--- src/rtl/core/piwu_pkg.sv ---
// Package for the packed index word unpacker.
// Types, constants and helper functions shared by all rtl/core modules.
// No dependencies.
`timescale 1ns / 1ps
`default_nettype none

package piwu_pkg;

    localparam int WORD_W     = 64;
    localparam int INDEX_W    = 16;
    localparam int WIDTH_W    = 5;
    localparam int PERWORD_W  = 7;
    localparam int POS_W      = 13;
    localparam int CFG_IDX_W  = 2;
    localparam int CFG_DATA_W = 16;
    localparam int MAX_ENTRIES_DEF = 4096;
    localparam int QDEPTH     = 2;
    localparam int QPTR_W     = 1;
    localparam int QCNT_W     = 2;

    localparam logic [CFG_DATA_W-1:0] PALETTE_RESET = 16'd2;
    localparam logic [POS_W-1:0]      ENTRIES_RESET = 13'd4096;

    typedef enum logic [CFG_IDX_W-1:0] {
        CFG_PALETTE_COUNT = 2'd0,
        CFG_MIN_FOUR_BITS = 2'd1,
        CFG_ENTRIES_TOTAL = 2'd2
    } t_cfg_idx;

    typedef struct packed {
        logic [WIDTH_W-1:0]   width;
        logic [PERWORD_W-1:0] per_word;
        logic [INDEX_W-1:0]   mask;
        logic [INDEX_W-1:0]   limit;
        logic [INDEX_W-1:0]   clamp;
        logic [POS_W-1:0]     total;
    } t_cfg;

    typedef struct packed {
        logic              valid;
        logic [WORD_W-1:0] word;
    } t_qout;

    function automatic logic [WIDTH_W-1:0] field_width(
        input logic [INDEX_W-1:0] pcount,
        input logic               min4
    );
        logic [INDEX_W-1:0] v;
        logic [WIDTH_W-1:0] w;
        v = pcount - 16'd1;
        w = '0;
        for (int i = 0; i < INDEX_W; i++) begin
            if (v[i]) begin
                w = WIDTH_W'(i + 1);
            end
        end
        if (min4 && w < 5'd4) begin
            w = 5'd4;
        end
        if (w == 5'd0) begin
            w = 5'd1;
        end
        return w;
    endfunction

    function automatic logic [PERWORD_W-1:0] fields_per_word(input logic [WIDTH_W-1:0] w);
        logic [PERWORD_W-1:0] n;
        case (w)
            5'd1:    n = 7'd64;
            5'd2:    n = 7'd32;
            5'd3:    n = 7'd21;
            5'd4:    n = 7'd16;
            5'd5:    n = 7'd12;
            5'd6:    n = 7'd10;
            5'd7:    n = 7'd9;
            5'd8:    n = 7'd8;
            5'd9:    n = 7'd7;
            5'd10:   n = 7'd6;
            5'd11:   n = 7'd5;
            5'd12:   n = 7'd5;
            5'd13:   n = 7'd4;
            5'd14:   n = 7'd4;
            5'd15:   n = 7'd4;
            5'd16:   n = 7'd4;
            default: n = 7'd4;
        endcase
        return n;
    endfunction

    function automatic logic [INDEX_W-1:0] field_mask(input logic [WIDTH_W-1:0] w);
        logic [INDEX_W:0] m;
        m = (17'd1 << w) - 17'd1;
        return m[INDEX_W-1:0];
    endfunction

endpackage

`default_nettype wire

--- src/rtl/core/piwu_cfg.sv ---
// Configuration registers and derived unpack settings.
// Depends on piwu_pkg.
`timescale 1ns / 1ps
`default_nettype none

module piwu_cfg #(
    parameter int MAX_ENTRIES = piwu_pkg::MAX_ENTRIES_DEF
) (
    input  wire logic                           i_clk,
    input  wire logic                           i_rst_n,
    input  wire logic                           i_cfg_we,
    input  wire logic [piwu_pkg::CFG_IDX_W-1:0] i_cfg_index,
    input  wire logic [piwu_pkg::CFG_DATA_W-1:0] i_cfg_data,
    output piwu_pkg::t_cfg                      o_cfg
);
    import piwu_pkg::*;

    logic [INDEX_W-1:0] r_palette_count;
    logic               r_min_four_bits;
    logic [POS_W-1:0]   r_entries_total;
    t_cfg               r_cfg;
    t_cfg               n_cfg;

    always_ff @(posedge i_clk) begin
        if (!i_rst_n) begin
            r_palette_count <= PALETTE_RESET;
            r_min_four_bits <= 1'b1;
            r_entries_total <= ENTRIES_RESET;
        end else if (i_cfg_we) begin
            case (t_cfg_idx'(i_cfg_index))
                CFG_PALETTE_COUNT: r_palette_count <= i_cfg_data;
                CFG_MIN_FOUR_BITS: r_min_four_bits <= i_cfg_data[0];
                CFG_ENTRIES_TOTAL: r_entries_total <= i_cfg_data[POS_W-1:0];
                default: ;
            endcase
        end
    end

    always_comb begin
        n_cfg.width    = field_width(r_palette_count, r_min_four_bits);
        n_cfg.per_word = fields_per_word(n_cfg.width);
        n_cfg.mask     = field_mask(n_cfg.width);
        n_cfg.limit    = r_palette_count;
        n_cfg.clamp    = (r_palette_count == '0) ? '0 : r_palette_count - 16'd1;
        if (r_entries_total == '0) begin
            n_cfg.total = POS_W'(1);
        end else if (r_entries_total > POS_W'(MAX_ENTRIES)) begin
            n_cfg.total = POS_W'(MAX_ENTRIES);
        end else begin
            n_cfg.total = r_entries_total;
        end
    end

    always_ff @(posedge i_clk) begin
        r_cfg <= n_cfg;
    end

    assign o_cfg = r_cfg;

endmodule

`default_nettype wire

--- src/rtl/core/piwu_front.sv ---
// Input side: accepts packed words into a short queue.
// Depends on piwu_pkg.
`timescale 1ns / 1ps
`default_nettype none

module piwu_front (
    input  wire logic                        i_clk,
    input  wire logic                        i_rst_n,
    input  wire logic                        i_valid,
    output logic                             o_stall,
    input  wire logic [piwu_pkg::WORD_W-1:0] i_packed_word,
    input  wire logic                        i_pop,
    output piwu_pkg::t_qout                  o_q
);
    import piwu_pkg::*;

    logic [WORD_W-1:0] r_mem [QDEPTH];
    logic [QPTR_W-1:0] r_wptr;
    logic [QPTR_W-1:0] r_rptr;
    logic [QCNT_W-1:0] r_count;
    logic              push;
    logic              pop;

    assign o_stall = (r_count == QCNT_W'(QDEPTH));
    assign push    = i_valid && !o_stall;
    assign pop     = i_pop && (r_count != '0);

    always_ff @(posedge i_clk) begin
        if (!i_rst_n) begin
            r_wptr  <= '0;
            r_rptr  <= '0;
            r_count <= '0;
        end else begin
            if (push) begin
                r_wptr <= (r_wptr == QPTR_W'(QDEPTH - 1)) ? '0 : r_wptr + 1'b1;
            end
            if (pop) begin
                r_rptr <= (r_rptr == QPTR_W'(QDEPTH - 1)) ? '0 : r_rptr + 1'b1;
            end
            case ({push, pop})
                2'b10:   r_count <= r_count + 1'b1;
                2'b01:   r_count <= r_count - 1'b1;
                default: r_count <= r_count;
            endcase
        end
    end

    always_ff @(posedge i_clk) begin
        if (push) begin
            r_mem[r_wptr] <= i_packed_word;
        end
    end

    assign o_q.valid = (r_count != '0);
    assign o_q.word  = r_mem[r_rptr];

endmodule

`default_nettype wire

--- src/rtl/core/piwu_back.sv ---
// Unpack engine: shifts fields out of one word, tracks array position,
// clamps and flags indices, and holds the output register.
// Depends on piwu_pkg.
`timescale 1ns / 1ps
`default_nettype none

module piwu_back #(
    parameter int MAX_ENTRIES = piwu_pkg::MAX_ENTRIES_DEF
) (
    input  wire logic                          i_clk,
    input  wire logic                          i_rst_n,
    input  wire piwu_pkg::t_cfg                i_cfg,
    input  wire piwu_pkg::t_qout               i_q,
    output logic                               o_pop,
    output logic                               o_valid,
    input  wire logic                          i_stall,
    output logic [piwu_pkg::INDEX_W-1:0]       o_palette_index,
    output logic                               o_out_of_range,
    output logic                               o_word_last,
    output logic                               o_array_last
);
    import piwu_pkg::*;

    logic                 r_busy;
    logic [WORD_W-1:0]    r_word;
    logic [PERWORD_W-2:0] r_k;
    logic [POS_W-1:0]     r_pos;
    logic                 r_out_valid;
    logic [INDEX_W-1:0]   r_index;
    logic                 r_oor;
    logic                 r_wlast;
    logic                 r_alast;

    logic                 step;
    logic [POS_W-1:0]     cur_pos;
    logic [INDEX_W-1:0]   raw;
    logic                 bad;
    logic                 last_arr;
    logic                 last_word;
    logic [POS_W-1:0]     n_pos;

    assign o_pop = !r_busy && i_q.valid;
    assign step  = r_busy && (!r_out_valid || !i_stall);

    always_comb begin
        cur_pos   = (r_pos >= i_cfg.total) ? '0 : r_pos;
        raw       = r_word[INDEX_W-1:0] & i_cfg.mask;
        bad       = (raw >= i_cfg.limit);
        last_arr  = ({1'b0, cur_pos} + 14'd1 == {1'b0, i_cfg.total});
        last_word = ({1'b0, r_k} + 7'd1 == i_cfg.per_word) || last_arr;
        n_pos     = last_arr ? '0 : cur_pos + 1'b1;
    end

    always_ff @(posedge i_clk) begin
        if (!i_rst_n) begin
            r_busy      <= 1'b0;
            r_pos       <= '0;
            r_out_valid <= 1'b0;
        end else begin
            if (o_pop) begin
                r_busy <= 1'b1;
            end else if (step && last_word) begin
                r_busy <= 1'b0;
            end
            if (step) begin
                r_pos <= n_pos;
            end
            if (step) begin
                r_out_valid <= 1'b1;
            end else if (!i_stall) begin
                r_out_valid <= 1'b0;
            end
        end
    end

    always_ff @(posedge i_clk) begin
        if (o_pop) begin
            r_word <= i_q.word;
            r_k    <= '0;
        end else if (step) begin
            r_word <= r_word >> i_cfg.width;
            r_k    <= r_k + 1'b1;
        end
        if (step) begin
            r_index <= bad ? i_cfg.clamp : raw;
            r_oor   <= bad;
            r_wlast <= last_word;
            r_alast <= last_arr;
        end
    end

    assign o_valid         = r_out_valid;
    assign o_palette_index = r_index;
    assign o_out_of_range  = r_oor;
    assign o_word_last     = r_wlast;
    assign o_array_last    = r_alast;

    a_pop_idle: assert property (@(posedge i_clk) disable iff (!i_rst_n)
        o_pop |-> !r_busy)
        else $error("word taken while unpacking");

    a_k_range: assert property (@(posedge i_clk) disable iff (!i_rst_n)
        r_busy |-> ({1'b0, r_k} < i_cfg.per_word))
        else $error("field count past word");

    a_pos_bound: assert property (@(posedge i_clk) disable iff (!i_rst_n)
        r_pos < POS_W'(MAX_ENTRIES))
        else $error("position beyond array limit");

    a_rewind: assert property (@(posedge i_clk) disable iff (!i_rst_n)
        (step && last_arr) |=> (r_pos == '0) && !r_busy)
        else $error("no rewind after last array entry");

endmodule

`default_nettype wire

--- src/rtl/core/packed_index_word_unpacker.sv ---
// Top level of the packed index word unpacker.
// Instantiates piwu_cfg, piwu_front and piwu_back; depends on piwu_pkg.
//
//   channel  direction  handshake          payload
//   input    in         i_valid / o_stall  i_packed_word
//   output   out        o_valid / i_stall  o_palette_index, o_out_of_range,
//                                          o_word_last, o_array_last
//   config   in         i_cfg_we           i_cfg_index, i_cfg_data
//
// One index leaves per cycle while a word is unpacking and i_stall is low;
// a word yields min(64/W, remaining) indices, 16 at the default 4-bit width,
// from the unpack engine's single field shifter, which loads a word when idle.
// Synchronous active-low reset clears the queue, position and valid state.
// A two-entry word queue lets input transfers continue while output stalls.
`timescale 1ns / 1ps
`default_nettype none

module packed_index_word_unpacker #(
    parameter int MAX_ENTRIES = piwu_pkg::MAX_ENTRIES_DEF
) (
    input  wire logic                            i_clk,
    input  wire logic                            i_rst_n,
    input  wire logic                            i_cfg_we,
    input  wire logic [piwu_pkg::CFG_IDX_W-1:0]  i_cfg_index,
    input  wire logic [piwu_pkg::CFG_DATA_W-1:0] i_cfg_data,
    input  wire logic                            i_valid,
    output logic                                 o_stall,
    input  wire logic [piwu_pkg::WORD_W-1:0]     i_packed_word,
    output logic                                 o_valid,
    input  wire logic                            i_stall,
    output logic [piwu_pkg::INDEX_W-1:0]         o_palette_index,
    output logic                                 o_out_of_range,
    output logic                                 o_word_last,
    output logic                                 o_array_last
);
    import piwu_pkg::*;

    t_cfg  cfg;
    t_qout q;
    logic  pop;

    piwu_cfg #(
        .MAX_ENTRIES (MAX_ENTRIES)
    ) u_cfg (
        .i_clk       (i_clk),
        .i_rst_n     (i_rst_n),
        .i_cfg_we    (i_cfg_we),
        .i_cfg_index (i_cfg_index),
        .i_cfg_data  (i_cfg_data),
        .o_cfg       (cfg)
    );

    piwu_front u_front (
        .i_clk         (i_clk),
        .i_rst_n       (i_rst_n),
        .i_valid       (i_valid),
        .o_stall       (o_stall),
        .i_packed_word (i_packed_word),
        .i_pop         (pop),
        .o_q           (q)
    );

    piwu_back #(
        .MAX_ENTRIES (MAX_ENTRIES)
    ) u_back (
        .i_clk           (i_clk),
        .i_rst_n         (i_rst_n),
        .i_cfg           (cfg),
        .i_q             (q),
        .o_pop           (pop),
        .o_valid         (o_valid),
        .i_stall         (i_stall),
        .o_palette_index (o_palette_index),
        .o_out_of_range  (o_out_of_range),
        .o_word_last     (o_word_last),
        .o_array_last    (o_array_last)
    );

endmodule

`default_nettype wire
--- config.mk ---
export PLATFORM = sky130hd
export DESIGN_NAME = packed_index_word_unpacker
export DESIGN_NICKNAME = d
export VERILOG_FILES = /design/src/rtl/core/piwu_pkg.sv /design/src/rtl/core/piwu_cfg.sv /design/src/rtl/core/piwu_front.sv /design/src/rtl/core/piwu_back.sv /design/src/rtl/core/packed_index_word_unpacker.sv
export SDC_FILE = /design/constraint.sdc
export NUM_CORES = 1
export LEC_CHECK = 0
export BUFFER_PORTS_ARGS = -buffer_cell sky130_fd_sc_hd__buf_2
export CORE_ASPECT_RATIO = 0.9
export CORE_MARGIN = 2
export CORE_UTILIZATION = 50
export DETAILED_ROUTE_END_ITERATION = 16
export PLACE_DENSITY = 0.77
export SYNTH_ARGS = -nofsm -noshare
export SYNTH_HDL_FRONTEND = slang
export SYNTH_SLANG_ARGS = --single-unit
--- constraint.sdc ---
create_clock -name i_clk -period 5.3 [get_ports i_clk]
set_input_delay 1.06 -clock i_clk [delete_from_list [all_inputs] [get_ports i_clk]]
set_output_delay 1.06 -clock i_clk [all_outputs]
set_load 0.02 [all_outputs]
# [After elaboration in Yosys (flattened, before gate mapping)]
# Memory sizes are Yosys's and may differ from the RTL's. A register that Yosys moved wholly into a read port is not among the register bits.
# Cells that the tools add are included.
[totals] mem_bits_ro=224 ram_bits=128 regBits=204 word_cells=107 output_inout_bits=21 input_bits=87 n_memories=2
[classes] shifts=2 bitwise=1 mux=35 n_addsub=10 reduce_logical=24 magnitude_cmp=4 n_eq_ne=8
[memory_table] memory="(name not given)" depth=32 width=7 rd=1 rd_ports_with_merged_regs=1 write_ports=0 line="piwu_pkg.sv:68" text="case (w)"
[memory_table] memory="u_front.r_mem" depth=2 width=64 rd=1 rd_ports_with_merged_regs=1 write_ports=1 line="piwu_front.sv:17" text="logic [WORD_W-1:0] r_mem [QDEPTH];"
[op_table] operator="64-bit 2-to-1 mux" count=2
[op_table] operator="64-bit by 5-bit >> shifter with 64-bit output" count=1
[op_table] operator="13-bit 2-to-1 mux" count=3
[op_table] operator="4-bit 2-to-1 mux" count=8
[op_table] operator="16-bit by 1-bit subtractor with 16-bit output, second input constant" count=2
[op_table] operator="16-bit AND" count=1
[op_table] operator="16-bit greater-or-equal comparator" count=1
[op_table] operator="16-bit logical NOT" count=1
[op_table] operator="16-bit 2-to-1 mux" count=1
[op_table] operator="1-bit by 5-bit left shift with 16-bit output, first input constant" count=1
[op_table] operator="5-bit 2-to-1 mux" count=3
[op_table] operator="13-bit by 1-bit adder with 14-bit output, second input constant" count=1
[op_table] operator="14-bit by 13-bit equality test with 1-bit output" count=1
[op_table] operator="13-bit by 1-bit adder with 13-bit output, second input constant" count=1
[op_table] operator="13-bit greater-or-equal comparator" count=1
[op_table] operator="13-bit greater-than comparator, second input constant" count=1
[op_table] operator="13-bit logical NOT" count=1
[op_table] operator="3-bit 2-to-1 mux" count=4
[op_table] operator="1-bit 2-to-1 mux" count=11
[op_table] operator="2-bit nonzero test" count=4
[op_table] operator="6-bit by 1-bit adder with 7-bit output, second input constant" count=1
[op_table] operator="7-bit equality test" count=1
[op_table] operator="6-bit by 1-bit adder with 6-bit output, second input constant" count=1
[op_table] operator="2-bit equality test, second input constant" count=3
[op_table] operator="other kinds (15)" count=29

# [Longest topological paths before layout]
# Gate-level depths: netlist (run 1).
[logic_depth] word_depth=24 mapped_depth=19 mapped_depth_nobuf=18

# [Cells and area by module]
# A second synthesis (run 1) with hierarchy kept.
[unflattened] cells_unflattened=1725 area_unflattened_um2=18247.5
[modules_own_cells] mod="piwu_back" area_per_inst_um2=9203.8 cells_per_inst=1050 n_inst=1 seq_area_each_um2=2912.8
[modules_own_cells] mod="piwu_front" area_per_inst_um2=4838.4 cells_per_inst=225 n_inst=1 seq_area_each_um2=3943.8
[modules_own_cells] mod="piwu_cfg" area_per_inst_um2=4205.3 cells_per_inst=450 n_inst=1 seq_area_each_um2=2062.0

# [Worst setup path before layout (run 1)]
# Ideal clock, no wire load.
[synth_path] path_type="input to register" startpoint="input port i_valid" endpoint="memory u_front.r_mem[0][0], enable pin" arrival_ns=3.837 t_required_ns=4.812 path_slack_ns=0.975 path_buffers=0 setup_ns=0.488 path_stages=2 cell_sequence="nand2_1 > nor2_1"
[synth_via] elab_chain_len=3
[synth_lines] element="start, declared" line="packed_index_word_unpacker.sv:26" text="input wire logic i_valid,"
[synth_lines] element="1-bit logical AND" line="piwu_front.sv:25" text="assign push = i_valid && !o_stall;"
[synth_lines] element="1-bit 2-to-1 mux" line="piwu_front.sv:49" text="if (push) begin"
[synth_lines] element="1-bit 2-to-1 mux (implied by the code)" line="piwu_front.sv:50" text="r_mem[r_wptr] <= i_packed_word;"
[synth_lines] element="end, declared" line="piwu_front.sv:17"
# Every way passes these cells.

# [Final worst setup path (run 1)]
[layout_path] startpoint="register u_back.r_pos[8]" endpoint="register u_back.r_pos[8]"
[layout_via] elab_chain_len=5 word_cells_on_any_way=6 cone_classes="add/sub (2); order compare (1); eq/ne (1); mux (2)"
[layout_lines] element="start, declared" line="piwu_back.sv:27" text="logic [POS_W-1:0] r_pos;"
[layout_lines] element="start signal, assigned" line="piwu_back.sv:66" text="r_pos <= n_pos;"
[layout_lines] element="13-bit greater-or-equal comparator" line="piwu_back.sv:46" text="cur_pos = (r_pos >= i_cfg.total) ? '0 : r_pos;"
[layout_lines] element="13-bit 2-to-1 mux *" line="piwu_back.sv:46"
[layout_lines] element="13-bit by 1-bit adder with 14-bit output" line="piwu_back.sv:49" text="last_arr = ({1'b0, cur_pos} + 14'd1 == {1'b0, i_cfg.total});"
[layout_lines] element="14-bit by 13-bit equality test with 1-bit output" line="piwu_back.sv:49"
[layout_lines] element="13-bit 2-to-1 mux *" line="piwu_back.sv:51" text="n_pos = last_arr ? '0 : cur_pos + 1'b1;"
# Every way passes the cells marked *; elsewhere a longest branch is shown, timed or not.
# A chain may end at the register's enable or synchronous reset.

==> impl_table.tex, run 1 <==
\begin{tabular}{lr}
\hline
Metric & Value \\
\hline
\multicolumn{2}{l}{\textbf{Cells and area}} \\
Fraction of layout cells with a size suffix above 1 & 20.0\% \\
Area growth syn-to-layout & 11.7\% \\
Final net count & 1,758 \\
N\_diodes & 0 \\
\multicolumn{2}{l}{\textbf{Placed design}} \\
DPL Wire Length & 30.5 mm \\
Input/output buffers & 107 \\
Weighted congestion at the end of routability-driven global placement & 0.921 \\
\multicolumn{2}{l}{\textbf{Clocking}} \\
Insertion delay to the later sink of the worst-skew pair & 0.54 ns \\
Count of hold buffers inserted by post-cts repair & 0 \\
Num CTS Buffers & 37 \\
Post-CTS sizing & 0 \\
Clock Root Buffer & sky130\_fd\_sc\_hd\_\_clkbuf\_16 \\
Number of H-tree levels & 2 \\
Clock Tree Buf Depth & 3 \\
TritonCTS clock tree & yes \\
Clock-pin slew on the worst setup and hold paths & 0.06 ns \\
Number of clock sinks & 340 \\
Post-CTS setup buffer count & 0 \\
\multicolumn{2}{l}{\textbf{Worst setup path}} \\
Capturing element type of the critical path & flip-flop \\
CP max stage delay & 0.47 ns \\
Worst Path Class, Setup & reg2reg \\
Cell Chain, Critical Path & ha\_1 -> and2\_0 -> a221o\_1 -> a221oi\_1 -> o21a\_1 -> and2\_1 -> ha\_1 -> nand4\_1 -> o2bb2a\_1 -> o211ai\_1 -> mux2\_2 -> a221oi\_1 -> a31oi\_4 -> nand2\_1 -> o211ai\_1 \\
CP Data Arrival Time & 5.09 ns \\
Startpoint Class & flip-flop \\
Maximum fanout along the worst path & 9 \\
Number of cells traversed by the worst register-to-register path & 15 \\
Required @ worst endpoint & 5.70 ns \\
Slowest-stage cell, CP & sky130\_fd\_sc\_hd\_\_dfxtp\_1 \\
\multicolumn{2}{l}{\textbf{Power and ir drop}} \\
Sequential fraction of design power & 35.9\% \\
Pwr dens & 601 mW/mm\^{}2 \\
Share of power burned in combinational logic & 42.6\% \\
Static power due to leakage & 7.12 nW \\
Switching power total & 0.00451 W \\
Worst IR Drop VDD & 0.000321 V \\
Power Internal & 0.00740 W \\
Clk network pwr share & 21.5\% \\
Switching fraction of total power & 37.9\% \\
\multicolumn{2}{l}{\textbf{Global route}} \\
Gr ovfl total & 0 \\
Antenna violations before repair & 0 \\
Largest net degree at the start of global routing & 96 \\
All-layer global routing usage & 23.1\% \\
Vias in the first global route & 11,900 \\
First-pass GRT wire length & 67.2 mm \\
\multicolumn{2}{l}{\textbf{Timing}} \\
Worst-Margin Slew & 1.14 ns \\
Post-route minimum period & 4.69 ns \\
Final-report max-slew violation count & 0 \\
Final Hold Vio Count & 0 \\
Maximum operating frequency & 213 MHz \\
Setup repair after global routing missed its margin & no \\
\# setup viols final & 0 \\
Final sum of negative setup slack & 0 ns \\
Crit share post-route & 88.4\% \\
Worst hold-check slack & 0.466 ns \\
Final worst clock skew & 0.0275 ns \\
Worst slew slack as a fraction of its limit & 23.8\% \\
\multicolumn{2}{l}{\textbf{Drt}} \\
Number of DRC markers in iteration 0 & 1,438 \\
Number of search-and-repair iterations in the first detailed-routing pass & 7 \\
Antenna-violating nets left & 0 \\
Avg WL per Cell & 20.2 um \\
Via density per instance & 5.99 \\
Total wirelength of the detailed-routed design & 43.1 mm \\
Number of DRC violations after detailed routing & 0 \\
Number of vias after detailed routing & 12,800 \\
\multicolumn{2}{l}{\textbf{Worst hold path}} \\
Worst hold path class & reg2reg \\
Instance count along the most critical hold path & 2 \\
\multicolumn{2}{l}{\textbf{Floorplanning}} \\
Height of the die & 183 um \\
Initial cell density of the core & 50.7\% \\
Core outline area & 0.0350 sq mm \\
Die X & 202 um \\
Num rows & 65 \\
I/O pin count & 108 \\
Die ar. & 0.0370 sq mm \\
\multicolumn{2}{l}{\textbf{Synthesis}} \\
Register area share after synthesis & 50.3\% \\
Number of synthesized flops with an enable pin & 211 \\
Syn\_area\_per\_cell & 11.3 sq um \\
Number of synthesized register bits & 340 \\
Post-synth ARST share & 0\% \\
Main flop type after synthesis & sky130\_fd\_sc\_hd\_\_edfxtp\_1 \\
Cell count after synthesis & 1,566 \\
Largest area contributor in the netlist & sky130\_fd\_sc\_hd\_\_edfxtp\_1 \\
YS warnings & 0 \\
Cell area after technology mapping & 0.0177 sq mm \\
Top area cells in the synthesized netlist & sky130\_fd\_sc\_hd\_\_edfxtp\_1, sky130\_fd\_sc\_hd\_\_dfxtp\_1, sky130\_fd\_sc\_hd\_\_mux4\_2 \\
Area fraction of the dominant cell type after synthesis & 35.7\% \\
Number of different library cells in the post-synthesis netlist & 87 \\
\multicolumn{2}{l}{\textbf{Flow run}} \\
Max\_cap viols & 0 \\
\multicolumn{2}{l}{\textbf{Outcome}} \\
Run status & complete, no violations \\
\hline
\end{tabular}
-- cells by family (layout without fill, tap and decap cells) --
kind of cell	Yosys count	count (layout)	synth area share [%]
adder cells (fa/ha/maj)	35	35	2.47
XOR/XNOR	41	41	2.18
buffers and inverters	150	247	3.49
AND/OR/NAND/NOR	476	476	13.0
AO/OA/AOI/OAI	297	297	11.5
other	1	2	0.0212
multiplexers	226	226	17.1
flip-flops	340	340	50.3
-- placed cells by master (no fill, tap or decap), types with 55 or more instances in the layout --
cell                       instances
sky130_fd_sc_hd__mux2_2           57
sky130_fd_sc_hd__mux4_2           55
sky130_fd_sc_hd__nor2_1          132
sky130_fd_sc_hd__nand2_1         138
sky130_fd_sc_hd__edfxtp_1        211
sky130_fd_sc_hd__mux2i_1         113
sky130_fd_sc_hd__dfxtp_1         126
sky130_fd_sc_hd__a21oi_1          66
sky130_fd_sc_hd__buf_2           107
-- state kept, by name, indices dropped and copies added, names as in the netlist, 2 cells and up, named ones only --
| signal | flops |
|---|---|
| u_back.r_k | 6 |
| u_front.r_count | 2 |
| u_cfg.o_cfg | 73 |
| u_front.r_mem | 128 |
| u_back.r_word | 64 |
| u_cfg.r_palette_count | 16 |
| u_back.o_palette_index | 16 |
| u_cfg.r_entries_total | 13 |
| u_back.r_pos | 13 |
-- through the flow --
stage / total power [W] / cell area (sq um) / setup slack (ns) / std cells / util (%)
global route: 0.0125 / 19800 / 0.278 / 2133 / 56.6
global placement: 0.00913 / 18600 / 0.731 / 2066 / 53.2
detailed placement: 0.00927 / 18600 / 0.663 / 2066 / 53.2
floorplan: 0.00785 / 17700 / 0.975 / 1567 / -
finish: 0.0119 / 19800 / 0.613 / 2133 / 56.6
CTS: 0.0119 / 19800 / 0.635 / 2133 / 56.6
-- layout make-up --
cell class                 count  area [sq um]
tap                          469           587
multi-input combinational   1077          8200
clock inverter                20           194
fill                        2901         15200
clock buffer                  47           995
inverter                      54           203
sequential                   340          8930
timing repair buffer         126           691
-- synthesized netlist by cell type (12+ instances only) --
| master | number |
|---|---|
| sky130_fd_sc_hd__nor2b_1 | 22 |
| sky130_fd_sc_hd__dfxtp_1 | 129 |
| sky130_fd_sc_hd__and2_1 | 30 |
| sky130_fd_sc_hd__nor2_1 | 133 |
| sky130_fd_sc_hd__o21a_1 | 14 |
| sky130_fd_sc_hd__mux2i_1 | 113 |
| sky130_fd_sc_hd__nor3_1 | 35 |
| sky130_fd_sc_hd__a21oi_1 | 66 |
| sky130_fd_sc_hd__xnor2_1 | 28 |
| sky130_fd_sc_hd__edfxtp_1 | 211 |
| sky130_fd_sc_hd__nand2b_1 | 18 |
| sky130_fd_sc_hd__o211ai_1 | 12 |
| sky130_fd_sc_hd__nand4_1 | 12 |
| sky130_fd_sc_hd__a211oi_1 | 15 |
| sky130_fd_sc_hd__mux4_2 | 55 |
| sky130_fd_sc_hd__o21ai_0 | 44 |
| sky130_fd_sc_hd__clkbuf_1 | 68 |
| sky130_fd_sc_hd__ha_1 | 35 |
| sky130_fd_sc_hd__a21boi_0 | 32 |
| sky130_fd_sc_hd__nand3_1 | 26 |
| sky130_fd_sc_hd__o22ai_1 | 32 |
| sky130_fd_sc_hd__inv_1 | 46 |
| sky130_fd_sc_hd__nand2_1 | 138 |
| sky130_fd_sc_hd__mux2_2 | 57 |
-- worst max-delay path: cells and delay by family, from the launching register on --
kind            cells  cell delay [ns]
fa+ha+maj           2             0.52
compound gates      8             2.25
mux                 1             0.29
simple gates        4             1.02
flops               1             0.47
-- worst paths after layout --
| kind | start | endpoint | slack (ns) |
|---|---|---|---|
| setup / recovery | u_back.r_pos[8] | u_back.r_pos[8] | 0.61 |
| hold / removal | u_cfg.r_entries_total[0] | u_cfg.o_cfg[0] | 0.47 |
| setup reg to reg | u_back.r_pos[8] | u_back.r_pos[8] | 0.61 |
| hold reg to reg | u_cfg.r_entries_total[0] | u_cfg.o_cfg[0] | 0.47 |
-- layer usage --
metal	GRT usage, %	up-vias	wire [um]
li1	-	5952	-
met1	35.5	6175	20000
met2	33.7	577	18700
met3	3.93	71	3500
met4	6.16	0	889
met5	0	-	0
-- power by group through the flow --
stage | logic [W] | clock network, W | registers (W)
3_5_place_dp | 0.00496 | 0 | 0.00431
3_3_place_gp | 0.00485 | 0 | 0.00428
5_1_grt | 0.00547 | 0.00270 | 0.00434
2_1_floorplan | 0.00378 | 0 | 0.00408
6_report | 0.00507 | 0.00256 | 0.00428
4_1_cts | 0.00499 | 0.00260 | 0.00426
No activity file was read; power rests on OpenSTA's default activity.
==> run 2, diff against run 1 <==
- CORE_ASPECT_RATIO: 0.9 -> 1.5
==> impl_table.tex, run 2 (synthesized netlist as in run 1, its figures left out) <==
\begin{tabular}{lr}
\hline
Metric & Value \\
\hline
\multicolumn{2}{l}{\textbf{Worst setup path}} \\
Buffers \& Inverters on Critical Path & 0 \\
Number of cells traversed by the worst register-to-register path & 15 \\
Beginning of the critical path & u\_back.r\_pos[8] \\
CP Data Arrival Time & 5.15 ns \\
Capturing element type of the critical path & flip-flop \\
FF-to-FF Start & u\_back.r\_pos[8] \\
Crit path depth & 15 \\
Worst flop-to-flop path endpoint & u\_back.r\_pos[12] \\
Register-to-Register Setup Slack & 0.56 ns \\
Cell Chain, Critical Path & ha\_1 -> and2\_0 -> a221o\_1 -> a221oi\_1 -> o21a\_1 -> and2\_1 -> ha\_1 -> nand4\_1 -> o2bb2a\_1 -> o211ai\_1 -> mux2\_2 -> a221oi\_1 -> a31oi\_4 -> nand2\_1 -> o211ai\_1 \\
Critical path destination & u\_back.r\_pos[12] \\
Maximum fanout along the worst path & 9 \\
CP max stage delay & 0.46 ns \\
Critical path's top delay family & compound AO/OA/AOI/OAI gates \\
Worst Path Class, Setup & reg2reg \\
Required @ worst endpoint & 5.70 ns \\
Slowest-stage cell, CP & sky130\_fd\_sc\_hd\_\_dfxtp\_1 \\
Startpoint Class & flip-flop \\
\multicolumn{2}{l}{\textbf{Timing}} \\
Maximum operating frequency & 211 MHz \\
Final Hold Vio Count & 0 \\
\# setup viols final & 0 \\
Post-route minimum period & 4.74 ns \\
Final sum of negative setup slack & 0 ns \\
Setup repair after global routing missed its margin & no \\
Final worst clock skew & 0.0232 ns \\
Worst-Margin Slew & 1.13 ns \\
Final-report max-slew violation count & 0 \\
Worst slew slack as a fraction of its limit & 24.9\% \\
Crit share post-route & 89.5\% \\
\multicolumn{2}{l}{\textbf{Cells and area}} \\
Leading cell type in the layout, fill and taps excluded & sky130\_fd\_sc\_hd\_\_edfxtp\_1 \\
Non-filler instance count after layout & 2,131 \\
Commonest cells after routing, fill and taps aside & sky130\_fd\_sc\_hd\_\_edfxtp\_1, sky130\_fd\_sc\_hd\_\_nand2\_1, sky130\_fd\_sc\_hd\_\_nor2\_1 \\
Fraction of layout cells with a size suffix above 1 & 20.2\% \\
N\_diodes & 0 \\
Final net count & 1,755 \\
Register bank with the most flops & u\_front.r\_mem \\
Area growth syn-to-layout & 11.6\% \\
Flip-flop count of the largest register after layout & 128 \\
\multicolumn{2}{l}{\textbf{Drt}} \\
Number of search-and-repair iterations in the first detailed-routing pass & 5 \\
Number of DRC markers in iteration 0 & 917 \\
Antenna-violating nets left & 0 \\
Via density per instance & 5.88 \\
Number of vias after detailed routing & 12,500 \\
Total wirelength of the detailed-routed design & 42.9 mm \\
Number of DRC violations after detailed routing & 0 \\
Avg WL per Cell & 20.2 um \\
\multicolumn{2}{l}{\textbf{Global route}} \\
Largest net degree at the start of global routing & 66 \\
Vias in the first global route & 12,800 \\
First-pass GRT wire length & 67.2 mm \\
All-layer global routing usage & 23.2\% \\
Antenna violations before repair & 0 \\
Gr ovfl total & 0 \\
\multicolumn{2}{l}{\textbf{Clocking}} \\
Insertion delay to the later sink of the worst-skew pair & 0.54 ns \\
Number of H-tree levels & 2 \\
Post-CTS setup buffer count & 0 \\
Clock-pin slew on the worst setup and hold paths & 0.06 ns \\
Clock Root Buffer & sky130\_fd\_sc\_hd\_\_clkbuf\_16 \\
Clock Tree Buf Depth & 3 \\
Post-CTS sizing & 0 \\
TritonCTS clock tree & yes \\
Number of clock sinks & 340 \\
Num CTS Buffers & 34 \\
Count of hold buffers inserted by post-cts repair & 0 \\
\multicolumn{2}{l}{\textbf{Floorplanning}} \\
Initial cell density of the core & 50.7\% \\
Die X & 158 um \\
Num rows & 84 \\
Height of the die & 235 um \\
I/O pin count & 108 \\
Die ar. & 0.0370 sq mm \\
Core outline area & 0.0350 sq mm \\
\multicolumn{2}{l}{\textbf{Outcome}} \\
Run status & complete, no violations \\
\multicolumn{2}{l}{\textbf{Power and ir drop}} \\
Static power due to leakage & 7.12 nW \\
Power after layout & 0.0118 W \\
Pwr dens & 596 mW/mm\^{}2 \\
Worst IR Drop VDD & 0.000305 V \\
\multicolumn{2}{l}{\textbf{Flow run}} \\
Max\_cap viols & 0 \\
\multicolumn{2}{l}{\textbf{Placed design}} \\
Weighted congestion at the end of routability-driven global placement & 0.938 \\
Input/output buffers & 107 \\
Cell total after placement & 2,070 \\
DPL Wire Length & 31.3 mm \\
\multicolumn{2}{l}{\textbf{Worst hold path}} \\
Worst hold path class & reg2reg \\
\hline
\end{tabular}
==> run 2: changes by cell type in the layout (fill, tap and decap cells not counted), sizes merged <==
cell	change
clkbuf	+1
inv	+1
clkinv	-7
bufinv	-1
==> run 2: cell type report <==
cell class                      count  area, sq um
Fill cell                        2983        15200
Sequential cell                   340         8930
Multi-Input combinational cell   1077         8200
Clock buffer                       48         1020
Timing Repair Buffer              126          691
Tap cell                          473          592
Inverter                           54          203
Clock inverter                     13          156
==> run 2: per-stage QoR <==
stage	hold WS [ns]	util (%)	cell area, sq um	setup slack [ns]
after global routing	0.467	56.5	19800	0.207
after floorplan	0.326	-	17700	0.975
after CTS	0.465	56.5	19800	0.561
final	0.458	56.5	19800	0.555
after detailed placement	0.461	53.2	18600	0.576
after global placement	0.457	53.2	18600	0.607
==> run 2: where the power goes <==
part	switching, W	internal, W	total (W)
logic	0.00287	0.00218	0.00505
clock network	0.00105	0.00146	0.00252
registers	0.000509	0.00371	0.00422
total	0.00443	0.00736	0.0118
==> run 2: how the worst min path moves through the flow <==
stage	start	end	slack [ns]	cells after the start
2_1_floorplan	u_cfg.r_palette_count[8]	u_cfg.o_cfg[37]	0.33	0
3_3_place_gp	u_cfg.r_palette_count[10]	u_cfg.o_cfg[39]	0.46	0
3_5_place_dp	u_cfg.r_palette_count[10]	u_cfg.o_cfg[39]	0.46	0
4_1_cts	u_cfg.r_palette_count[9]	u_cfg.o_cfg[38]	0.47	0
5_1_grt	u_cfg.r_palette_count[10]	u_cfg.o_cfg[39]	0.47	0
6_report	u_cfg.r_palette_count[15]	u_cfg.o_cfg[44]	0.46	0
==> run 2: per-layer routing <==
| layer | global-route usage [%] | share of wire, % |
|---|---|---|
| met5 | 0 | 0 |
| met4 | 13.4 | 6.2 |
| met3 | 2.88 | 4.1 |
| met2 | 43.3 | 54 |
| met1 | 24.6 | 36 |
==> run 2: worst register-to-register path, delay by kind of cell, from the launching register on <==
family | cells | cell delay [ns]
compound gates | 8 | 2.28
simple gates | 4 | 0.99
mux | 1 | 0.29
flops | 1 | 0.46
fa+ha+maj | 2 | 0.59
==> run 3, diff against run 2 <==
- HOLD_SLACK_MARGIN: not set -> 0.05
- SYNTH_HIERARCHICAL: not set -> 1
==> impl_table.tex, run 3 <==
\begin{tabular}{lr}
\hline
Metric & Value \\
\hline
\multicolumn{2}{l}{\textbf{Outcome}} \\
Run status & complete, no violations \\
\multicolumn{2}{l}{\textbf{Worst setup path}} \\
Maximum fanout along the worst path & 14 \\
CP Data Arrival Time & 5.36 ns \\
Required @ worst endpoint & 5.77 ns \\
Capturing element type of the critical path & flip-flop \\
Startpoint Class & flip-flop \\
Worst Path Class, Setup & reg2reg \\
\multicolumn{2}{l}{\textbf{Clocking}} \\
Clock Root Buffer & sky130\_fd\_sc\_hd\_\_clkbuf\_16 \\
Number of clock sinks & 340 \\
TritonCTS clock tree & yes \\
Num CTS Buffers & 31 \\
Clock Tree Buf Depth & 3 \\
Insertion delay to the later sink of the worst-skew pair & 0.58 ns \\
Clock-pin slew on the worst setup and hold paths & 0.07 ns \\
Count of hold buffers inserted by post-cts repair & 0 \\
Post-CTS sizing & 0 \\
Number of H-tree levels & 1 \\
Post-CTS setup buffer count & 0 \\
\multicolumn{2}{l}{\textbf{Global route}} \\
Busiest layer in global routing & met2 \\
Largest net degree at the start of global routing & 65 \\
Antenna violations before repair & 0 \\
First-pass GRT wire length & 69.5 mm \\
Met1 Track Usage GR & 25.1\% \\
Gr ovfl total & 0 \\
All-layer global routing usage & 23.0\% \\
Global-route met2 utilization & 43.8\% \\
Vias in the first global route & 13,200 \\
Routing usage on met3 & 2.24\% \\
\multicolumn{2}{l}{\textbf{Power and ir drop}} \\
Power after layout & 0.0113 W \\
Static power due to leakage & 7.52 nW \\
Pwr dens & 563 mW/mm\^{}2 \\
Worst IR Drop VDD & 0.000429 V \\
\multicolumn{2}{l}{\textbf{Drt}} \\
Avg WL per Cell & 19.6 um \\
Number of search-and-repair iterations in the first detailed-routing pass & 6 \\
Number of DRC violations after detailed routing & 0 \\
Number of vias after detailed routing & 13,400 \\
Via density per instance & 5.87 \\
Total wirelength of the detailed-routed design & 44.6 mm \\
Number of DRC markers in iteration 0 & 1,096 \\
Antenna-violating nets left & 0 \\
\multicolumn{2}{l}{\textbf{Synthesis}} \\
Number of synthesized register bits & 340 \\
Cell count after synthesis & 1,725 \\
Post-synth ARST share & 0\% \\
Main flop type after synthesis & sky130\_fd\_sc\_hd\_\_edfxtp\_1 \\
Register area share after synthesis & 48.9\% \\
Area fraction of the dominant cell type after synthesis & 34.7\% \\
Syn\_area\_per\_cell & 10.6 sq um \\
Largest area contributor in the netlist & sky130\_fd\_sc\_hd\_\_edfxtp\_1 \\
Cell area after technology mapping & 0.0182 sq mm \\
Most common library cells after synthesis & sky130\_fd\_sc\_hd\_\_nand2\_1, sky130\_fd\_sc\_hd\_\_edfxtp\_1, sky130\_fd\_sc\_hd\_\_nor2\_1 \\
Number of synthesized flops with an enable pin & 211 \\
YS warnings & 6 \\
Most repeated cell in the gate-level netlist after synthesis & sky130\_fd\_sc\_hd\_\_nand2\_1 \\
Number of different library cells in the post-synthesis netlist & 103 \\
Top area cells in the synthesized netlist & sky130\_fd\_sc\_hd\_\_edfxtp\_1, sky130\_fd\_sc\_hd\_\_dfxtp\_1, sky130\_fd\_sc\_hd\_\_mux2\_2 \\
\multicolumn{2}{l}{\textbf{Timing}} \\
Crit share post-route & 92.3\% \\
Final worst clock skew & 0.0172 ns \\
\# setup viols final & 0 \\
Worst slew slack as a fraction of its limit & 34.8\% \\
Maximum operating frequency & 205 MHz \\
Final-report max-slew violation count & 0 \\
Final sum of negative setup slack & 0 ns \\
Setup repair after global routing missed its margin & no \\
Post-route minimum period & 4.89 ns \\
Worst-Margin Slew & 0.976 ns \\
Final Hold Vio Count & 0 \\
\multicolumn{2}{l}{\textbf{Floorplanning}} \\
Height of the die & 238 um \\
Initial cell density of the core & 50.8\% \\
Die X & 160 um \\
Num rows & 85 \\
Die ar. & 0.0381 sq mm \\
Core outline area & 0.0359 sq mm \\
I/O pin count & 108 \\
\multicolumn{2}{l}{\textbf{Cells and area}} \\
Flip-flop count of the largest register after layout & 128 \\
N\_diodes & 0 \\
Area growth syn-to-layout & 9.73\% \\
Commonest cells after routing, fill and taps aside & sky130\_fd\_sc\_hd\_\_nand2\_1, sky130\_fd\_sc\_hd\_\_edfxtp\_1, sky130\_fd\_sc\_hd\_\_nor2\_1 \\
Register bank with the most flops & u\_front/r\_mem \\
Leading cell type in the layout, fill and taps excluded & sky130\_fd\_sc\_hd\_\_nand2\_1 \\
Final net count & 1,900 \\
Fraction of layout cells with a size suffix above 1 & 20.8\% \\
\multicolumn{2}{l}{\textbf{Placed design}} \\
DPL Wire Length & 32.3 mm \\
Input/output buffers & 107 \\
Weighted congestion at the end of routability-driven global placement & 0.941 \\
\multicolumn{2}{l}{\textbf{Worst hold path}} \\
Worst hold path class & reg2reg \\
\multicolumn{2}{l}{\textbf{Flow run}} \\
Max\_cap viols & 0 \\
\hline
\end{tabular}
run 3: area by class of cell:
type                    instances  area [sq um]
clock buffers                  43           863
clock inverters                15           101
fillers                      3177         15900
inverters                      57           214
multi-input cells            1221          8640
flip-flops and latches        340          8930
well taps                     478           598
repair buffers                126           678
run 3: worst max-delay path: stages (launching register included):
cell                       delay [ns]
sky130_fd_sc_hd__dfxtp_2         0.52
sky130_fd_sc_hd__ha_1            0.33
sky130_fd_sc_hd__a211oi_2        0.27
sky130_fd_sc_hd__o221ai_2        0.16
sky130_fd_sc_hd__a211oi_4        0.40
sky130_fd_sc_hd__nand2_1         0.24
sky130_fd_sc_hd__nor2_1          0.22
sky130_fd_sc_hd__ha_1            0.36
sky130_fd_sc_hd__and3_1          0.33
sky130_fd_sc_hd__nand4_1         0.20
sky130_fd_sc_hd__xnor2_1         0.30
sky130_fd_sc_hd__mux2i_1         0.25
sky130_fd_sc_hd__a32oi_1         0.09
sky130_fd_sc_hd__a2111o_1        0.43
sky130_fd_sc_hd__o211ai_4        0.32
sky130_fd_sc_hd__nor2_2          0.11
sky130_fd_sc_hd__a22o_1          0.27
run 3: cell families (layout without fill, tap and decap cells):
| kind of cell | count (synthesis) | after routing | synth area share (%) |
|---|---|---|---|
| muxes | 191 | 191 | 14.1 |
| buffers and inverters | 165 | 241 | 3.80 |
| xor gates and xnor gates | 40 | 40 | 2.15 |
| other | 1 | 2 | 0.0206 |
| and+or+nand+nor | 631 | 631 | 16.3 |
| DFF | 340 | 340 | 48.9 |
| AOI/OAI and AO/OA | 321 | 321 | 12.3 |
| adders and majority gates | 36 | 36 | 2.47 |
run 3: through the flow:
stage	instance area (sq um)	setup slack, ns	utilization (%)	std cells	hold slack (ns)
detailed placement	19100	0.294	53.0	2222	0.451
floorplan	18300	1.32	-	1726	0.329
global placement	19100	0.481	53.0	2222	0.441
CTS	20000	0.267	55.7	2280	0.461
finish	20000	0.410	55.7	2280	0.460
global route	20000	0.183	55.7	2280	0.481
run 3: where the power goes:
group | switching, W | leakage [nW] | internal [W]
sequential | 0.000502 | 3.06 | 0.00374
clock | 0.000988 | 0.470 | 0.00115
combinational | 0.00293 | 3.98 | 0.00196
run 3: worst paths after layout:
path / end / cells after the start / from / slack [ns]
max: u_back/r_pos[6] / 16 / u_back/r_pos[2] / 0.41
min: u_cfg/o_cfg[44] / 0 / u_cfg/r_palette_count[15] / 0.46
max reg2reg: u_back/r_pos[6] / 16 / u_back/r_pos[2] / 0.41
min reg2reg: u_cfg/o_cfg[44] / 0 / u_cfg/r_palette_count[15] / 0.46
run 3: per-layer routing:
| metal | share of wire, % | vias up | wire length [um] |
|---|---|---|---|
| li1 | - | 6337 | - |
| met1 | 36 | 6427 | 16100 |
| met2 | 54 | 471 | 24200 |
| met3 | 4.3 | 138 | 1930 |
| met4 | 5.5 | 0 | 2440 |
| met5 | 0 | - | 0 |
